`src/rtl/binomial_broadcast_peer_schedule_top_macros.svh`:
```
// Assertion macros for the broadcast peer schedule block.
`ifndef BINOMIAL_BROADCAST_PEER_SCHEDULE_TOP_MACROS_SVH
`define BINOMIAL_BROADCAST_PEER_SCHEDULE_TOP_MACROS_SVH
`ifndef SYNTHESIS
// Check that a condition implies another in the same cycle
`define BBPS_ASSERT_IMP(lbl, ck, rs, a, c) \
  lbl: assert property (@(posedge ck) disable iff (rs) (a) |-> (c)) \
    else $error("bbps assertion failed");
// Check that a condition implies another in the next cycle
`define BBPS_ASSERT_NXT(lbl, ck, rs, a, c) \
  lbl: assert property (@(posedge ck) disable iff (rs) (a) |=> (c)) \
    else $error("bbps assertion failed");
`else
`define BBPS_ASSERT_IMP(lbl, ck, rs, a, c)
`define BBPS_ASSERT_NXT(lbl, ck, rs, a, c)
`endif
`endif

```
`src/rtl/bbps_pkg.sv`:
```
// Shared types and constants of the broadcast peer schedule block.
package bbps_pkg;

  localparam int RANK_W = 10;
  localparam int CNT_W  = 11;
  localparam int DIR_W  = 2;

  // Direction codes of a schedule entry
  localparam logic [DIR_W-1:0] DIR_NONE = 2'd0;
  localparam logic [DIR_W-1:0] DIR_RECV = 2'd1;
  localparam logic [DIR_W-1:0] DIR_SEND = 2'd2;

  // Configuration register indexes
  localparam logic CFG_NUM_RANKS = 1'b0;
  localparam logic CFG_MY_RANK   = 1'b1;

  typedef enum logic [2:0] {
    ST_IDLE,
    ST_SIZE,
    ST_PREP,
    ST_WALK,
    ST_EMIT
  } state_t;

  typedef enum logic [2:0] {
    K_RECV,
    K_ROOT,
    K_KID,
    K_PART,
    K_NONE
  } kind_t;

  // Result of one halving step of the path walk
  typedef struct packed {
    logic [RANK_W-1:0] nxt;
    logic              hit;
  } step_res_t;

endpackage

```
`src/rtl/bbps_step.sv`:
```
// Shared compare and add/subtract unit: one halving step of the tree path walk.
module bbps_step (
  input  logic [bbps_pkg::RANK_W-1:0] cur,
  input  logic [bbps_pkg::RANK_W-1:0] target,
  input  logic [bbps_pkg::RANK_W-1:0] rs,
  output bbps_pkg::step_res_t         res
);
  import bbps_pkg::*;

  logic [RANK_W-1:0] mask;
  logic [RANK_W-1:0] tm;
  logic [RANK_W-1:0] cm;

  // Compare the parts above the step distance, then move one step
  always_comb begin
    mask = ~(rs - RANK_W'(1));
    tm   = target & mask;
    cm   = cur & mask;
    if (tm > cm) begin
      res.nxt = cur + rs;
    end else if (tm < cm) begin
      res.nxt = cur - rs;
    end else begin
      res.nxt = cur;
    end
    res.hit = (tm != cm) && (res.nxt == target);
  end

endmodule

```
`src/rtl/bbps_map.sv`:
```
// Maps a tree rank back to a participant rank after pairwise folding.
module bbps_map (
  input  logic [bbps_pkg::RANK_W-1:0] tree_rank,
  input  logic [bbps_pkg::CNT_W-1:0]  extra,
  output logic [bbps_pkg::CNT_W-1:0]  rank
);
  import bbps_pkg::*;

  // Folded tree ranks sit on the odd member of their pair
  always_comb begin
    if ({1'b0, tree_rank} < extra) begin
      rank = {tree_rank, 1'b1};
    end else begin
      rank = {1'b0, tree_rank} + extra;
    end
  end

endmodule

```
`src/rtl/binomial_broadcast_peer_schedule_top.sv`:
```
// Top level of the binomial broadcast peer schedule block.
//
// Each request carries a root rank and yields this node's schedule: the
// receive peer first, then the send peers (folded root partner, tree children
// by falling distance, folded partner), or one entry marked none. A request
// passes the set-up stages (power-of-two size, then fold mapping), then the
// halving steps of the path walk from the root to this node, all through
// one shared compare and add/subtract unit, then puts out its result entries
// one at a time while the output is not stalled. Walk steps plus entries
// never exceed log2 of the tree size plus two, which is 11 at most. An output
// stall holds the block in its emit phase. Input stall stays high from
// acceptance until the last entry is loaded into the output register, so no
// new request is taken before then.
`include "binomial_broadcast_peer_schedule_top_macros.svh"
module binomial_broadcast_peer_schedule_top #(
  parameter int MAX_RANKS = 1024
) (
  input  logic                        clk,
  input  logic                        rst,
  input  logic                        wr_en,
  input  logic                        wr_index,
  input  logic [bbps_pkg::CNT_W-1:0]  wr_data,
  input  logic                        in_valid,
  output logic                        in_stall,
  input  logic [bbps_pkg::RANK_W-1:0] root_rank,
  output logic                        out_valid,
  input  logic                        out_stall,
  output logic [bbps_pkg::RANK_W-1:0] peer_rank,
  output logic [bbps_pkg::DIR_W-1:0]  direction,
  output logic                        bad_root,
  output logic                        last
);
  import bbps_pkg::*;

  state_t state;
  state_t state_next;

  // Configuration registers
  logic [CNT_W-1:0]  num_ranks;
  logic [RANK_W-1:0] my_rank;

  // Per-request datapath
  logic [RANK_W-1:0] root;
  logic [CNT_W-1:0]  n_eff;
  logic [CNT_W-1:0]  adj;
  logic [CNT_W-1:0]  extra;
  logic [RANK_W-1:0] me_new;
  logic [RANK_W-1:0] cur;
  logic [RANK_W-1:0] rs;
  logic              recv_pend;
  logic [CNT_W-1:0]  recv_rank;
  logic              root_pend;
  logic              part_pend;
  logic              bad;

  // Size stage logic
  logic [CNT_W-1:0] n_c;
  logic [CNT_W-1:0] adj_c;

  // Prep stage logic
  logic [CNT_W-1:0]  two_e;
  logic              me_ok;
  logic              bad_c;
  logic              me_fold;
  logic              me_even_f;
  logic              root_fold;
  logic              root_even_f;
  logic [RANK_W-1:0] me_new_c;
  logic [RANK_W-1:0] root_new_c;
  logic              walk_go;

  // Shared units
  step_res_t         step;
  logic [RANK_W-1:0] map_in;
  logic [CNT_W-1:0]  map_rank;

  // Emit logic
  logic              load;
  kind_t             kind;
  logic [RANK_W-1:0] e_peer;
  logic [DIR_W-1:0]  e_dir;
  logic              e_bad;
  logic              e_last;
  logic [RANK_W-1:0] rs_shift;
  logic              in_acc;

  assign in_acc   = in_valid && !in_stall;
  assign rs_shift = rs >> 1;

  bbps_step u_step (
    .cur    (cur),
    .target (me_new),
    .rs     (rs),
    .res    (step)
  );

  // Share the map unit between the walk and the child entries
  assign map_in = (state == ST_WALK) ? cur : (me_new ^ rs);

  bbps_map u_map (
    .tree_rank (map_in),
    .extra     (extra),
    .rank      (map_rank)
  );

  // Take configuration writes
  always_ff @(posedge clk) begin
    if (rst) begin
      num_ranks <= CNT_W'(1);
      my_rank   <= '0;
    end else if (wr_en) begin
      unique case (wr_index)
        CFG_NUM_RANKS: num_ranks <= wr_data;
        CFG_MY_RANK:   my_rank   <= wr_data[RANK_W-1:0];
        default:       num_ranks <= num_ranks;
      endcase
    end
  end

  // Clamp the rank count and find the largest power of two not above it
  always_comb begin
    if (num_ranks == '0) begin
      n_c = CNT_W'(1);
    end else if (32'(num_ranks) > 32'(MAX_RANKS)) begin
      n_c = CNT_W'(MAX_RANKS);
    end else begin
      n_c = num_ranks;
    end
    adj_c = '0;
    for (int i = 0; i < CNT_W; i++) begin
      if (n_c[i]) begin
        adj_c = CNT_W'(1) << i;
      end
    end
  end

  // Fold this node and the root onto the tree
  always_comb begin
    two_e       = {extra[CNT_W-2:0], 1'b0};
    me_ok       = {1'b0, my_rank} < n_eff;
    bad_c       = {1'b0, root} >= n_eff;
    me_fold     = {1'b0, my_rank} < two_e;
    me_even_f   = me_fold && !my_rank[0];
    root_fold   = {1'b0, root} < two_e;
    root_even_f = root_fold && !root[0];
    me_new_c    = me_fold ? (my_rank >> 1) : RANK_W'({1'b0, my_rank} - extra);
    root_new_c  = root_fold ? (root >> 1) : RANK_W'({1'b0, root} - extra);
    walk_go     = me_ok && !bad_c && !me_even_f && (me_new_c != root_new_c);
  end

  // Advance the sequencer
  always_ff @(posedge clk) begin
    if (rst) begin
      state <= ST_IDLE;
    end else begin
      state <= state_next;
    end
  end

  always_comb begin
    state_next = state;
    unique case (state)
      ST_IDLE: begin
        if (in_acc) state_next = ST_SIZE;
      end
      ST_SIZE: state_next = ST_PREP;
      ST_PREP: state_next = walk_go ? ST_WALK : ST_EMIT;
      ST_WALK: begin
        if (step.nxt == me_new || rs_shift == '0) state_next = ST_EMIT;
      end
      ST_EMIT: begin
        if (load && e_last) state_next = ST_IDLE;
      end
      default: state_next = ST_IDLE;
    endcase
  end

  // Pick the next schedule entry in output order
  always_comb begin
    in_stall = (state != ST_IDLE);
    load     = (state == ST_EMIT) && (!out_valid || !out_stall);
    e_bad    = 1'b0;
    priority if (recv_pend) begin
      kind   = K_RECV;
      e_peer = recv_rank[RANK_W-1:0];
      e_dir  = DIR_RECV;
      e_last = !(root_pend || (rs != '0) || part_pend);
    end else if (root_pend) begin
      kind   = K_ROOT;
      e_peer = root + RANK_W'(1);
      e_dir  = DIR_SEND;
      e_last = !((rs != '0) || part_pend);
    end else if (rs != '0) begin
      kind   = K_KID;
      e_peer = map_rank[RANK_W-1:0];
      e_dir  = DIR_SEND;
      e_last = !((rs_shift != '0) || part_pend);
    end else if (part_pend) begin
      kind   = K_PART;
      e_peer = my_rank - RANK_W'(1);
      e_dir  = DIR_SEND;
      e_last = 1'b1;
    end else begin
      kind   = K_NONE;
      e_peer = '0;
      e_dir  = DIR_NONE;
      e_bad  = bad;
      e_last = 1'b1;
    end
  end

  // Hold request control flags
  always_ff @(posedge clk) begin
    if (rst) begin
      recv_pend <= 1'b0;
      root_pend <= 1'b0;
      part_pend <= 1'b0;
      rs        <= '0;
    end else begin
      unique case (state)
        ST_PREP: begin
          if (me_ok && !bad_c) begin
            recv_pend <= (root_even_f && ({1'b0, my_rank} == {1'b0, root} + CNT_W'(1)))
                         || (me_even_f && (my_rank != root));
            root_pend <= root_even_f && (my_rank == root);
            part_pend <= me_fold && !me_even_f && ((my_rank - RANK_W'(1)) != root);
            rs        <= me_even_f ? '0 : adj[CNT_W-1:1];
          end else begin
            recv_pend <= 1'b0;
            root_pend <= 1'b0;
            part_pend <= 1'b0;
            rs        <= '0;
          end
        end
        ST_WALK: begin
          rs <= rs_shift;
          if (step.hit) recv_pend <= 1'b1;
        end
        ST_EMIT: begin
          if (load) begin
            unique case (kind)
              K_RECV:  recv_pend <= 1'b0;
              K_ROOT:  root_pend <= 1'b0;
              K_KID:   rs        <= rs_shift;
              K_PART:  part_pend <= 1'b0;
              K_NONE:  part_pend <= 1'b0;
              default: part_pend <= 1'b0;
            endcase
          end
        end
        default: rs <= rs;
      endcase
    end
  end

  // Load request payload state
  always_ff @(posedge clk) begin
    if (in_acc) root <= root_rank;
    if (state == ST_SIZE) begin
      n_eff <= n_c;
      adj   <= adj_c;
      extra <= n_c - adj_c;
    end
    if (state == ST_PREP) begin
      me_new <= me_new_c;
      cur    <= root_new_c;
      bad    <= bad_c;
      if (root_even_f && ({1'b0, my_rank} == {1'b0, root} + CNT_W'(1))) begin
        recv_rank <= {1'b0, root};
      end else begin
        recv_rank <= {1'b0, my_rank} + CNT_W'(1);
      end
    end
    if (state == ST_WALK) begin
      cur <= step.nxt;
      if (step.hit) recv_rank <= map_rank;
    end
  end

  // Drive the output register
  always_ff @(posedge clk) begin
    if (rst) begin
      out_valid <= 1'b0;
    end else if (load) begin
      out_valid <= 1'b1;
    end else if (!out_stall) begin
      out_valid <= 1'b0;
    end
  end

  always_ff @(posedge clk) begin
    if (load) begin
      peer_rank <= e_peer;
      direction <= e_dir;
      bad_root  <= e_bad;
      last      <= e_last;
    end
  end

  `BBPS_ASSERT_IMP(a_none_is_last, clk, rst, out_valid && direction == DIR_NONE, last)
  `BBPS_ASSERT_IMP(a_bad_is_none, clk, rst, out_valid && bad_root, direction == DIR_NONE)
  `BBPS_ASSERT_NXT(a_busy_after_accept, clk, rst, in_acc, in_stall)
  `BBPS_ASSERT_IMP(a_walk_has_step, clk, rst, state == ST_WALK, rs != '0)

endmodule

```
`config.mk`:
```
export PLATFORM = sky130hd
export DESIGN_NAME = binomial_broadcast_peer_schedule_top
export DESIGN_NICKNAME = d
export VERILOG_FILES = /design/src/rtl/bbps_pkg.sv /design/src/rtl/bbps_step.sv /design/src/rtl/bbps_map.sv /design/src/rtl/binomial_broadcast_peer_schedule_top.sv
export VERILOG_INCLUDE_DIRS = /design/src /design/src/rtl
export SDC_FILE = /design/constraint.sdc
export NUM_CORES = 1
export LEC_CHECK = 0
export BUFFER_PORTS_ARGS = -buffer_cell sky130_fd_sc_hd__buf_4
export CORE_MARGIN = 10
export CORE_UTILIZATION = 50
export DETAILED_ROUTE_END_ITERATION = 12
export GPL_TIMING_DRIVEN = 0
export PLACE_DENSITY = 0.67
export SYNTH_ARGS = -nofsm -noshare
export SYNTH_HDL_FRONTEND = slang
export SYNTH_SLANG_ARGS = --single-unit
```
`constraint.sdc`:
```
create_clock -name clk -period 10.9 [get_ports clk]
set_clock_uncertainty 0.05 [all_clocks]
set_input_delay 0.545 -clock clk [delete_from_list [all_inputs] [get_ports clk]]
set_output_delay 0.545 -clock clk [all_outputs]
set_load 0.02 [all_outputs]
```
=== After elaboration in Yosys (flattened, before gate mapping) ===
Cells that the tools add are included.

* Register bits after elaboration: 127
* Output and inout port bits: 16

* Add/subtract/negate cells: 11
* $lt $le $gt $ge: 8
* Equal/unequal tests: 23
* Muxes and demuxes: 64
* Bitwise gates (word level): 5
* Reduce and logical (&&, ||, !) cells: 50

{| class="wikitable"
|+ Operators by type and width
! kind !! count
|-
| $mux W11 || 17
|-
| $mux W10 || 15
|-
| $lt A10 B11 Y1 || 4
|-
| $ne A10 B10 Y1 || 4
|-
| $pmux W10 S3 || 1
|-
| $sub A10 B10 Y10 || 3
|-
| $mux W3 || 8
|-
| $add A10 B1 Y11 const B || 2
|-
| $and A10 B10 Y10 || 2
|-
| $eq A10 B10 Y1 || 2
|-
| $reduce_bool A10 Y1 || 2
|-
| $sub A10 B1 Y10 const B || 2
|-
| $mux W1 || 16
|-
| $pmux W3 S5 || 1
|-
| $logic_and A1 B1 Y1 || 14
|-
| $ne A2 B2 Y1 const B || 6
|-
| $reduce_and A3 Y1 || 4
|-
| $add A10 B11 Y11 || 1
|-
| $eq A10 B11 Y1 || 1
|-
| $ge A10 B11 Y1 || 1
|-
| $gt A11 B11 Y1 const B || 1
|-
| $logic_not A11 Y1 || 1
|-
| $sub A11 B11 Y11 || 1
|-
| $add A10 B1 Y10 const B || 1
|-
| other kinds (23) || 51
|}

=== Longest topological paths before layout ===
Gate-level depths: netlist of the first run.

* Word-level depth: 15
* Gate-level depth with buffers: 21

=== Cells and area by module ===
Synthesis of the first run repeated with hierarchy kept, for this count alone.

* Cell total of the unflattened synthesis: 1293
* Area total of the unflattened synthesis: 10959.3 um^2

{| class="wikitable"
|+ Modules (own cells, without submodules)
! module !! instances !! cells an instance !! area each (um^2) !! seq. area each (um^2)
|-
| binomial_broadcast_peer_schedule_top || 1 || 952 || 8448.1 || 3213.1
|-
| bbps_step || 1 || 225 || 1625.3 || 0.0
|-
| bbps_map || 1 || 116 || 885.8 || 0.0
|}

=== Worst setup path after synthesis of the first run ===
No wires, ideal clock.

* Path type: flip-flop to flip-flop
* Start point: register rs[2]
* End point: register recv_rank[1]
* Setup time: 0.072 ns
* Data arrival time: 4.178 ns
* Setup slack: 6.600 ns
* Stages on the path, launching flop included: 21
* Path buffers: 3
* Period minus slack after synthesis: 4.300 ns
* Path through: dfxtp_1 > clkbuf_1 > nor3_1 > nand2_1 > nor4_1 > nand2_1 > xor2_1 > and2_1 > ha_1 > nand4_2 > or3_1 > buf_2 > nand2_1 > mux2i_1 > a221oi_1 > xor2_1 > a2111oi_4 > o2111ai_2 > nor3_2 > buf_4 > mux2i_1

* Word-level cells in the longest chain between the ends: 10
* Elaborated cells between the ends (all ways): 19
* Classes of those cells: 3 x add/sub; 3 x order compare; 2 x eq/ne; 6 x mux; 4 x bitwise; 1 x reduce/logical

{| class="wikitable"
|+ Ends and longest elaborated chain
! what !! RTL line !! source
|-
| start: declaration || binomial_broadcast_peer_schedule_top.sv:49 || <nowiki>logic [RANK_W-1:0] rs;</nowiki>
|-
| start signal: assignment || binomial_broadcast_peer_schedule_top.sv:227 || <nowiki>rs <= me_even_f ? '0 : adj[CNT_W-1:1];</nowiki>
|-
| start signal: assignment || binomial_broadcast_peer_schedule_top.sv:236 || <nowiki>rs <= rs_shift;</nowiki>
|-
| start signal: assignment || binomial_broadcast_peer_schedule_top.sv:244 || <nowiki>K_KID: rs <= rs_shift;</nowiki>
|-
| $sub A10 B1 Y10 || bbps_step.sv:16 || <nowiki>mask = ~(rs - RANK_W'(1));</nowiki>
|-
| $not A10 Y10 || bbps_step.sv:16 ||
|-
| $and A10 B10 Y10 (on tied branches) || bbps_step.sv:17, bbps_step.sv:18 ||
|-
| $lt A10 B10 Y1 || bbps_step.sv:21 || <nowiki>end else if (tm < cm) begin</nowiki>
|-
| $mux W10 || bbps_step.sv:21 ||
|-
| $mux W10 || bbps_step.sv:19 || <nowiki>if (tm > cm) begin</nowiki>
|-
| $eq A10 B10 Y1 || bbps_step.sv:26 || <nowiki>res.hit = (tm != cm) && (res.nxt == target);</nowiki>
|-
| $logic_and A1 B1 Y1 || bbps_step.sv:26 ||
|-
| $mux W11 (*) || binomial_broadcast_peer_schedule_top.sv:276 || <nowiki>if (step.hit) recv_rank <= map_rank;</nowiki>
|-
| $mux W11 (*) || binomial_broadcast_peer_schedule_top.sv:274 || <nowiki>if (state == ST_WALK) begin</nowiki>
|-
| end signal: assignment || binomial_broadcast_peer_schedule_top.sv:269 || <nowiki>recv_rank <= {1'b0, root};</nowiki>
|-
| end signal: assignment || binomial_broadcast_peer_schedule_top.sv:271 || <nowiki>recv_rank <= {1'b0, my_rank} + CNT_W'(1);</nowiki>
|-
| end signal: assignment || binomial_broadcast_peer_schedule_top.sv:276 ||
|-
| end: declaration || binomial_broadcast_peer_schedule_top.sv:51 || <nowiki>logic [CNT_W-1:0] recv_rank;</nowiki>
|}

Every way passes the cells marked *; elsewhere a longest branch is shown, timed or not.
A chain may end at the register's enable or synchronous reset.

=== Worst setup path after layout of the first run ===
* Start point: register rs[2]
* End point: register recv_rank[4]

Same word-level chain as after synthesis.

==> impl_metrics.ini, run 1 <==
[outcome]
status = completed

[grt]
gr-total-overflow = 0
grt_pass1_vias = 8923
antenna_found_initial = 0
grt_pass1_wl_um = 50100
grt_use_total_pct = 22.4
grt_max_degree = 17

[drt]
drtPass1Iterations = 5
drtIter0Drc = 750
wl_um = 31700
via_count = 9204
detail_route.vias_per_cell = 5.90
drc = 0
ant_nets = 0
routedWlPerCell_um = 20.3

[power_and_ir_drop]
switchingPower_uw = 724
internal_power_mw = 1.19
vdd_drop_max_v = 0.000109
power_frac_comb_pct = 41.1
p_seq_share_pct = 30.4
swShare_pct = 37.7
fin_total_pwr_mw = 1.92
p_clk_share_pct = 28.5
cellPowerDensity_nw_per_um2 = 161
leakagePower_nw = 5.05

[critical_path]
endpoint_kind = flip-flop
crit_required_ns = 11.20
critPathKind = reg2reg
path_max_fanout = 10
crit_path_start_kind = flip-flop
arrival_ns = 6.06

[synthesis]
synth_edf_count = 75
yosys.cell_types.count = 81
async_reset_ff_share_pct = 0
synth_flop_cell = edfxtp_1
yosys_register_bits = 123
synth_warnings = 0
synthesis.nets = 1359
syn-instance-count = 1208
syn_area_sq_um = 10700
avgSynthCellArea_sq_um = 8.87
ys_seq_area_share_pct = 30.0

[flow_run]
cap_viol_max_count = 0

[clocking]
clk_latency_ns = 0.43
cts_inserted_buffers = 17
cts.sinks = 123
cts_max_level = 4
ctsLongestPathBuffers = 2
cts_setup_buffers = 0
clk_pin_slew_ns = 0.06
ctsResizeCount = 0
ctsRootBufferMaster = clkbuf_16
hold_buffers = 0
cts_tree = built

[timing]
maxSlewViolCount = 0
period_share_pct = 52.9
period_needed_ns = 5.77
setup_viol = 0
worst_slew_pin_slew_ns = 1.37
relSlewSlack_pct = 8.35
fin_hold_ws_ns = 0.238
fin_setup_tns_ns = 0
hold_viol = 0
rsz0062_at_grt = no
fmax_ghz = 0.173

[final_layout]
drive_above_1_share_pct = 9.50
area_growth_pct = 11.6
fill_cells = 1918
nNetsFinal = 1422
num_antenna_cells = 0
layout_common_cells = 119 x nand2_1, 118 x ha_1, 91 x a21oi_1
layout_commonest_cell = nand2_1

[floorplan]
die_h_um = 166
die_area_sq_um = 27700
die_w_um = 166
coreArea_sq_um = 21000
io-pin-count = 43
rows = 53
start_util_pct = 50.9

[place]
place.detailed.hpwl_um = 25600
portBuffers = 42
gp_congestion = 0.933

[min_path]
hp-class = in2reg
[registers in the layout (all words and copies together) (netlist names)]
register,cells
recv_pend,1
root,10
me_new,10
adj,8
num_ranks,11
recv_rank,10
out_valid,1
rs,10
bad_root,1
peer_rank,10
part_pend,1
direction,2
extra,11
my_rank,10
root_pend,1
n_eff,11
state,3
bad,1
cur,10
last,1
[final timing paths]
path	start	end	slack, ns	depth (start not counted)
setup / recovery	rs[2]$_SDFFE_PP0P_	recv_rank[4]$_DFF_P_	5.13	20
hold / removal	root_rank[0]	root[0]$_DFFE_PP_	0.24	1
setup reg to reg	rs[2]$_SDFFE_PP0P_	recv_rank[4]$_DFF_P_	5.13	20
hold reg to reg	recv_pend$_SDFFE_PP0P_	direction[0]$_SDFFCE_PP1P_	0.39	0
[per-stage QoR]
| stage | setup slack, ns | instance area, sq um | util, % | cells |
|---|---|---|---|---|
| after floorplan | 6.60 | 10700 | - | 1208 |
| after global placement | 5.25 | 11400 | 54.1 | 1525 |
| after detailed placement | 5.28 | 11400 | 54.2 | 1527 |
| after CTS | 5.24 | 12000 | 56.8 | 1559 |
| after global routing | 4.72 | 12000 | 56.8 | 1559 |
| final | 5.13 | 12000 | 56.8 | 1559 |
[synth_stat cells, drive strengths merged, types with 6 or more instances]
cell type / count / area share (%)
a222oi: 7 / 0.65
inv: 86 / 3.0
or3: 12 / 0.70
nand2b: 21 / 1.2
nand4: 10 / 0.64
and2: 16 / 0.93
a211oi: 27 / 2.2
nor2b: 25 / 1.5
edfxtp: 75 / 21
a31oi: 10 / 0.72
a21o: 13 / 0.91
mux2i: 40 / 3.8
o21bai: 10 / 0.70
nor4: 8 / 0.47
ha: 118 / 14
dfxtp: 48 / 9.0
o21a: 16 / 1.1
fa: 6 / 1.1
o211ai: 6 / 0.42
xnor2: 68 / 5.6
clkbuf: 38 / 1.5
a21oi: 92 / 4.3
o21ai: 48 / 2.2
nor3: 27 / 1.4
xor2: 58 / 4.7
nand3: 28 / 1.4
nor2: 79 / 2.8
a221oi: 14 / 1.2
nand2: 119 / 4.2
buf: 21 / 1.3
[final cells by class]
cell class	instances	area [sq um]	area share, %
multi-input combinational	940	6880	57.5
sequential	123	3210	26.9
inverter	86	323	2.70
buffer	59	302	2.52
timing repair buffer	44	338	2.83
clock inverter	10	100	0.838
clock buffer	22	454	3.80
tap	275	344	2.88
[routing by layer]
layer,vias to the layer above,share of wire [%],routed length (um),GRT usage [%]
met5,-,0,0,0
met4,0,2.5,782,7.29
met3,58,7.0,2230,3.34
met2,337,46,14600,35.6
met1,4382,45,14100,30.3
li1,4427,-,-,-
[power groups by stage]
stage                     Clock, mW  Combinational, mW  Sequential, mW
after floorplan                   0              0.584           0.579
after detailed placement          0              0.773           0.591
after global routing          0.569              0.871           0.587
final                         0.548              0.788           0.583
after CTS                     0.551              0.777           0.582
after global placement            0              0.761           0.591
[cell families after synthesis]
group | share of synthesized area (%)
and+or+nand+nor | 17.0
AOI/OAI and AO/OA | 17.6
buffers and inverters | 5.83
xor gates and xnor gates | 10.5
adders and majority gates | 14.9
DFF | 30.0
muxes | 4.09
[critical path, stage by stage, from the launching register on]
cell and delay (ns):
dfxtp_1 0.31, clkbuf_1 0.20, nor3_1 0.41, nand2_1 0.15, nor4_1 0.75, nand2_1 0.15
xor2_1 0.19, and2_1 0.19, ha_1 0.30, nand4_2 0.21, a211o_1 0.37, o211ai_1 0.22
buf_2 0.30, nand3_1 0.09, o21ai_0 0.21, o22ai_1 0.19, nor4b_2 0.41, o2111ai_2 0.31
nor3_2 0.18, buf_4 0.25, mux2i_1 0.22
No activity file was read; power rests on OpenSTA's default activity.
==> run 2, diff against run 1 <==
==> constraint.sdc (replaced) <==
create_clock -name clk -period 6 [get_ports clk]
set_clock_uncertainty 0.05 [all_clocks]
set_input_delay 0.3 -clock clk [delete_from_list [all_inputs] [get_ports clk]]
set_output_delay 0.3 -clock clk [all_outputs]
set_load 0.02 [all_outputs]
==> impl_metrics.ini, run 2 (synthesis gave the netlist of run 1 again) <==
[outcome]
status = completed

[final_layout]
layout_common_cells = 119 x nand2_1, 118 x ha_1, 91 x a21oi_1
area_growth_pct = 12.6
postLayoutCellArea_sq_um = 12100
reg_top3 = extra x11, n_eff x11, num_ranks x11
layout_commonest_cell = nand2_1
num_antenna_cells = 0
fill_cells = 1908
fin_util_pct = 57.4
drive_above_1_share_pct = 9.51
nNetsFinal = 1432

[critical_path]
path_max_fanout = 15
crit_required_ns = 6.08
critPathMaxStageDelay_ns = 1.04
endpoint_kind = flip-flop
r2r_setup_slack_ns = 0.29
arrival_ns = 5.78
cp-startpoint = state[1]$_SDFFE_PP0P_
rr_startpoint = state[1]$_SDFFE_PP0P_
crit_end = peer_rank[6]$_DFFE_PP_
cpMostUsedCell = o21a_1
rr_endpoint = peer_rank[6]$_DFFE_PP_
crit_chain = nor2b_1, nand2_1, clkbuf_1, a21oi_1, ha_1, nor2b_1, o21a_1, o21a_1, o21a_1, o21ai_0, a21oi_1, o21ai_0, a211oi_1, buf_1, mux2i_1, o221ai_1
critPathKind = reg2reg
slowest_stage = nor2b_1
r2r_cells = 16
crit_path_start_kind = flip-flop

[timing]
maxSlewViolCount = 0
hold_viol = 0
worst_slew_pin_slew_ns = 1.33
setup_viol = 0
fmax_ghz = 0.175
relSlewSlack_pct = 10.7
period_share_pct = 95.1
period_needed_ns = 5.71
fin_ws_ns = 0.293
fin_setup_tns_ns = 0
rsz0062_at_grt = no

[grt]
grt_max_degree = 17
grt_pass1_wl_um = 50300
grt_pass1_vias = 8979
antenna_found_initial = 0
grt_use_total_pct = 22.4
gr-total-overflow = 0

[flow_run]
cap_viol_max_count = 0

[drt]
via_count = 9281
drc = 0
wl_um = 31800
ant_nets = 0
drtPass1Iterations = 6
drtIter0Drc = 744
routedWlPerCell_um = 20.2
detail_route.vias_per_cell = 5.92

[floorplan]
die_w_um = 166
die_area_sq_um = 27700
die_h_um = 166
coreArea_sq_um = 21000
start_util_pct = 50.9
rows = 53
io-pin-count = 43

[clocking]
cts_tree = built
cts_max_level = 4
cts.sinks = 123
ctsLongestPathBuffers = 2
clk_pin_slew_ns = 0.06
clk_latency_ns = 0.42
cts_inserted_buffers = 17
cts_setup_buffers = 0
ctsRootBufferMaster = clkbuf_16

[place]
portBuffers = 42
post_dp_cell_area_sq_um = 11400
place.detailed.hpwl_um = 25600
dp_slack_ns = 0.381
gp_congestion = 0.933

[min_path]
hold_start = wr_data[0]
hp-class = in2reg

[power_and_ir_drop]
cellPowerDensity_nw_per_um2 = 289
vdd_drop_max_v = 0.000199
leakagePower_nw = 5.09
[run 2: worst max-delay path, delay by kind of cell, from the launching register on]
kind / cells / cell delay (ns)
compound gates: 9 / 1.84
buf+inv: 2 / 0.67
simple gates: 3 / 1.52
flops: 1 / 0.39
fa+ha+maj: 1 / 0.35
mux: 1 / 0.57
[run 2: cell type report]
| class | instances | area [sq um] | share of cell area [%] |
|---|---|---|---|
| inverters | 86 | 323 | 2.68 |
| plain buffers | 59 | 302 | 2.50 |
| flip-flops and latches | 123 | 3210 | 26.6 |
| multi-input cells | 940 | 6880 | 57.1 |
| well taps | 275 | 344 | 2.85 |
| repair buffers | 54 | 438 | 3.63 |
| clock buffers | 22 | 454 | 3.77 |
| clock inverters | 10 | 100 | 0.830 |
[run 2: through the flow]
step | hold WS [ns] | cells | power, mW
after global routing | 0.100 | 1569 | 3.69
final | 0.0621 | 1569 | 3.49
after CTS | 0.0585 | 1569 | 3.48
after detailed placement | 0.383 | 1527 | 2.48
after global placement | 0.360 | 1525 | 2.46
after floorplan | 0.349 | 1208 | 2.11
[run 2: per-layer routing]
| layer | GRT usage [%] | part of all wire, % |
|---|---|---|
| met1 | 30.4 | 44 |
| met2 | 35.8 | 46 |
| met3 | 3.36 | 7.4 |
| met4 | 7.29 | 2.3 |
| met5 | 0 | 0 |
[run 2: power breakdown]
part / total [mW] / switching (mW) / internal, mW / leakage (nW)
sequential: 1.06 / 0.0686 / 0.991 / 1.09
clock: 0.992 / 0.377 / 0.615 / 0.273
combinational: 1.44 / 0.868 / 0.571 / 3.73
[run 2: worst min-delay path by stage]
| stage | endpoint | slack, ns | cells after the start |
|---|---|---|---|
| 6_report | num_ranks[0]$_SDFFE_PP1P_ | 0.06 | 3 |
| 5_1_grt | num_ranks[0]$_SDFFE_PP1P_ | 0.10 | 3 |
| 4_1_cts | num_ranks[0]$_SDFFE_PP1P_ | 0.06 | 3 |
| 3_5_place_dp | direction[0]$_SDFFCE_PP1P_ | 0.38 | 0 |
| 3_3_place_gp | direction[0]$_SDFFCE_PP1P_ | 0.36 | 0 |
| 2_1_floorplan | root[0]$_DFFE_PP_ | 0.35 | 0 |
[run 2: repair_timing]
item / 4_1_cts / 5_1_grt
hold buffers: 10 / 0
setup endpoints to repair: 0 / 11
hold endpoints to repair: 10 / 0
gates resized for setup: 0 / 1
==> run 3, diff against run 2 <==
--- a/config.mk
+++ b/config.mk
@@ -6,6 +6,7 @@
 export SDC_FILE = /design/constraint.sdc
 export NUM_CORES = 1
 export LEC_CHECK = 0
+export ABC_AREA = 1
 export BUFFER_PORTS_ARGS = -buffer_cell sky130_fd_sc_hd__buf_4
 export CORE_MARGIN = 10
 export CORE_UTILIZATION = 50
==> impl_metrics.ini, run 3 <==
[drt]
via_count = 11300
drtPass1Iterations = 6
routedWlPerCell_um = 18.5
detail_route.vias_per_cell = 5.53
drtIter0Drc = 1047
wl_um = 37800
drc = 0
ant_nets = 0

[final_layout]
reg_top3 = extra x11, n_eff x11, num_ranks x11
fill_cells = 2204
nNetsFinal = 1895
area_growth_pct = 12.5
layout_common_cells = 432 x nand2_1, 260 x inv_1, 149 x nor2_1
fin_util_pct = 57.0
layout_commonest_cell = nand2_1
drive_above_1_share_pct = 7.63
num_antenna_cells = 0

[synthesis]
synth_area_leaders = edfxtp_1 20%, nand2_1 14%, ha_1 13%
async_reset_ff_share_pct = 0
yosys.cell_types.count = 49
synth_flop_cell = edfxtp_1
synthesis.nets = 1821
yosys_register_bits = 123
synth_top_area_share_pct = 19.6
avgSynthCellArea_sq_um = 6.87
synth_top_area_cell = edfxtp_1
synth_common_cells = 432 x nand2_1, 260 x inv_1, 150 x nor2_1
synth_warnings = 0
syn-instance-count = 1670
ys_seq_area_share_pct = 28.0
synth_edf_count = 75
yosysMostFrequentCell = nand2_1
syn_area_sq_um = 11500

[flow_run]
cap_viol_max_count = 0

[critical_path]
crit_required_ns = 6.01
crit_path_start_kind = flip-flop
endpoint_kind = flip-flop
path_max_fanout = 12
rr_endpoint = peer_rank[5]$_DFFE_PP_
arrival_ns = 5.59
critPathKind = reg2reg
crit_end = peer_rank[5]$_DFFE_PP_
cp-startpoint = state[1]$_SDFFE_PP0P_
r2r_setup_slack_ns = 0.42
rr_startpoint = state[1]$_SDFFE_PP0P_
r2r_cells = 18

[place]
gp_congestion = 0.963
place.detailed.hpwl_um = 30600
dp_slack_ns = 0.619
portBuffers = 42

[power_and_ir_drop]
leakagePower_nw = 6.43
fin_total_pwr_mw = 7.79
cellPowerDensity_nw_per_um2 = 604
vdd_drop_max_v = 0.000440

[timing]
period_share_pct = 93.1
rsz0062_at_grt = no
worst_slew_pin_slew_ns = 1.23
period_needed_ns = 5.58
hold_viol = 0
maxSlewViolCount = 0
setup_viol = 0
relSlewSlack_pct = 17.7
fin_ws_ns = 0.416
fin_setup_tns_ns = 0
fmax_ghz = 0.179

[floorplan]
start_util_pct = 50.7
coreArea_sq_um = 22600
die_area_sq_um = 29400
io-pin-count = 43
rows = 55
die_w_um = 171
die_h_um = 171

[clocking]
clk_pin_slew_ns = 0.06
cts_tree = built
cts.sinks = 123
cts_max_level = 4
ctsLongestPathBuffers = 2
ctsRootBufferMaster = clkbuf_16
ctsResizeCount = 0
clk_latency_ns = 0.42
cts_inserted_buffers = 17

[grt]
antenna_found_initial = 0
grt_max_degree = 21
gr-total-overflow = 0
grt_pass1_vias = 10800
grt_use_total_pct = 26.0
grt_pass1_wl_um = 58700

[outcome]
status = completed

[min_path]
hp-class = in2reg
-- run 3: cell types whose count changed in the layout (fill, tap and decap cells not counted), sizes merged, moves of 40 or more --
| cell | previous run | this run |
|---|---|---|
| inv | 86 | 268 |
| nand2 | 119 | 435 |
| nor2 | 79 | 155 |
| xnor2 | 68 | 23 |
| o21ai | 48 | 109 |
| nand3 | 28 | 117 |
| mux2i | 40 | 0 |
-- run 3: how the worst min path moves through the flow --
stage / start / endpoint / slack, ns / cells after the start
after global routing: root_rank[6] / root[6]$_DFFE_PP_ / 0.001 / 1
after CTS: root_rank[6] / root[6]$_DFFE_PP_ / 0.005 / 1
after global placement: num_ranks[4]$_SDFFE_PP0P_ / num_ranks[4]$_SDFFE_PP0P_ / 0.41 / 2
final: root_rank[6] / root[6]$_DFFE_PP_ / 0.02 / 1
after floorplan: rst / out_valid$_SDFFE_PP0P_ / 0.32 / 1
after detailed placement: num_ranks[4]$_SDFFE_PP0P_ / num_ranks[4]$_SDFFE_PP0P_ / 0.42 / 2
-- run 3: repair_timing --
| item | CTS | global route |
|---|---|---|
| hold endpoints to repair | 9 | 0 |
| hold buffers | 9 | 0 |
| setup buffers | 0 | 0 |
-- run 3: cell type report --
class | instances | area (sq um) | area share, %
repair buffers | 55 | 454 | 3.52
flip-flops and latches | 123 | 3210 | 24.9
multi-input cells | 1242 | 7080 | 54.8
clock buffers | 18 | 429 | 3.33
inverters | 267 | 1000 | 7.77
well taps | 285 | 357 | 2.76
plain buffers | 38 | 186 | 1.44
clock inverters | 14 | 186 | 1.44
-- run 3: cell families (layout without fill, tap and decap cells) --
family,after synthesis,in the layout,share of synthesized area [%]
flip-flops,123,123,28.0
buffers and inverters,305,392,10.4
AO/OA/AOI/OAI,240,240,11.7
AND/OR/NAND/NOR,798,798,29.9
adder cells (fa/ha/maj),124,124,13.9
XOR/XNOR,80,80,6.11
-- run 3: worst max-delay path: stages, from the launching register on --
cell and delay (ns):
dfxtp_1 0.37, inv_1 0.06, nor2_1 0.91, inv_1 0.23
nor2_1 0.36, clkinv_1 0.39, clkbuf_1 0.32, o21ai_0 0.41
ha_1 0.31, inv_1 0.09, nor2_1 0.05, and3b_1 0.18
nand3_1 0.08, nand3_1 0.21, inv_1 0.22, clkbuf_1 0.34
o21ai_0 0.23, nand2_1 0.11, o311ai_0 0.31
-- run 3: metrics by stage --
| step | area, sq um | std cells | hold slack (ns) |
|---|---|---|---|
| 4_1_cts | 12900 | 2042 | 0.00525 |
| 3_3_place_gp | 12100 | 1997 | 0.412 |
| 6_report | 12900 | 2042 | 0.0170 |
| 3_5_place_dp | 12200 | 2001 | 0.416 |
| 2_1_floorplan | 11500 | 1670 | 0.319 |
| 5_1_grt | 12900 | 2042 | 0.00112 |
-- run 3: routing by layer --
| metal | wire, um | GRT usage (%) |
|---|---|---|
| met5 | 0 | 0 |
| met2 | 16800 | 41.0 |
| met3 | 3090 | 4.49 |
| met1 | 16400 | 34.1 |
| met4 | 1510 | 11.3 |
-- run 3: where the power goes --
| part | leakage [nW] | internal, mW | switching, mW |
|---|---|---|---|
| Clock | 0.288 | 0.665 | 0.431 |
| Sequential | 1.10 | 1.22 | 0.264 |
| Combinational | 5.04 | 1.66 | 3.55 |
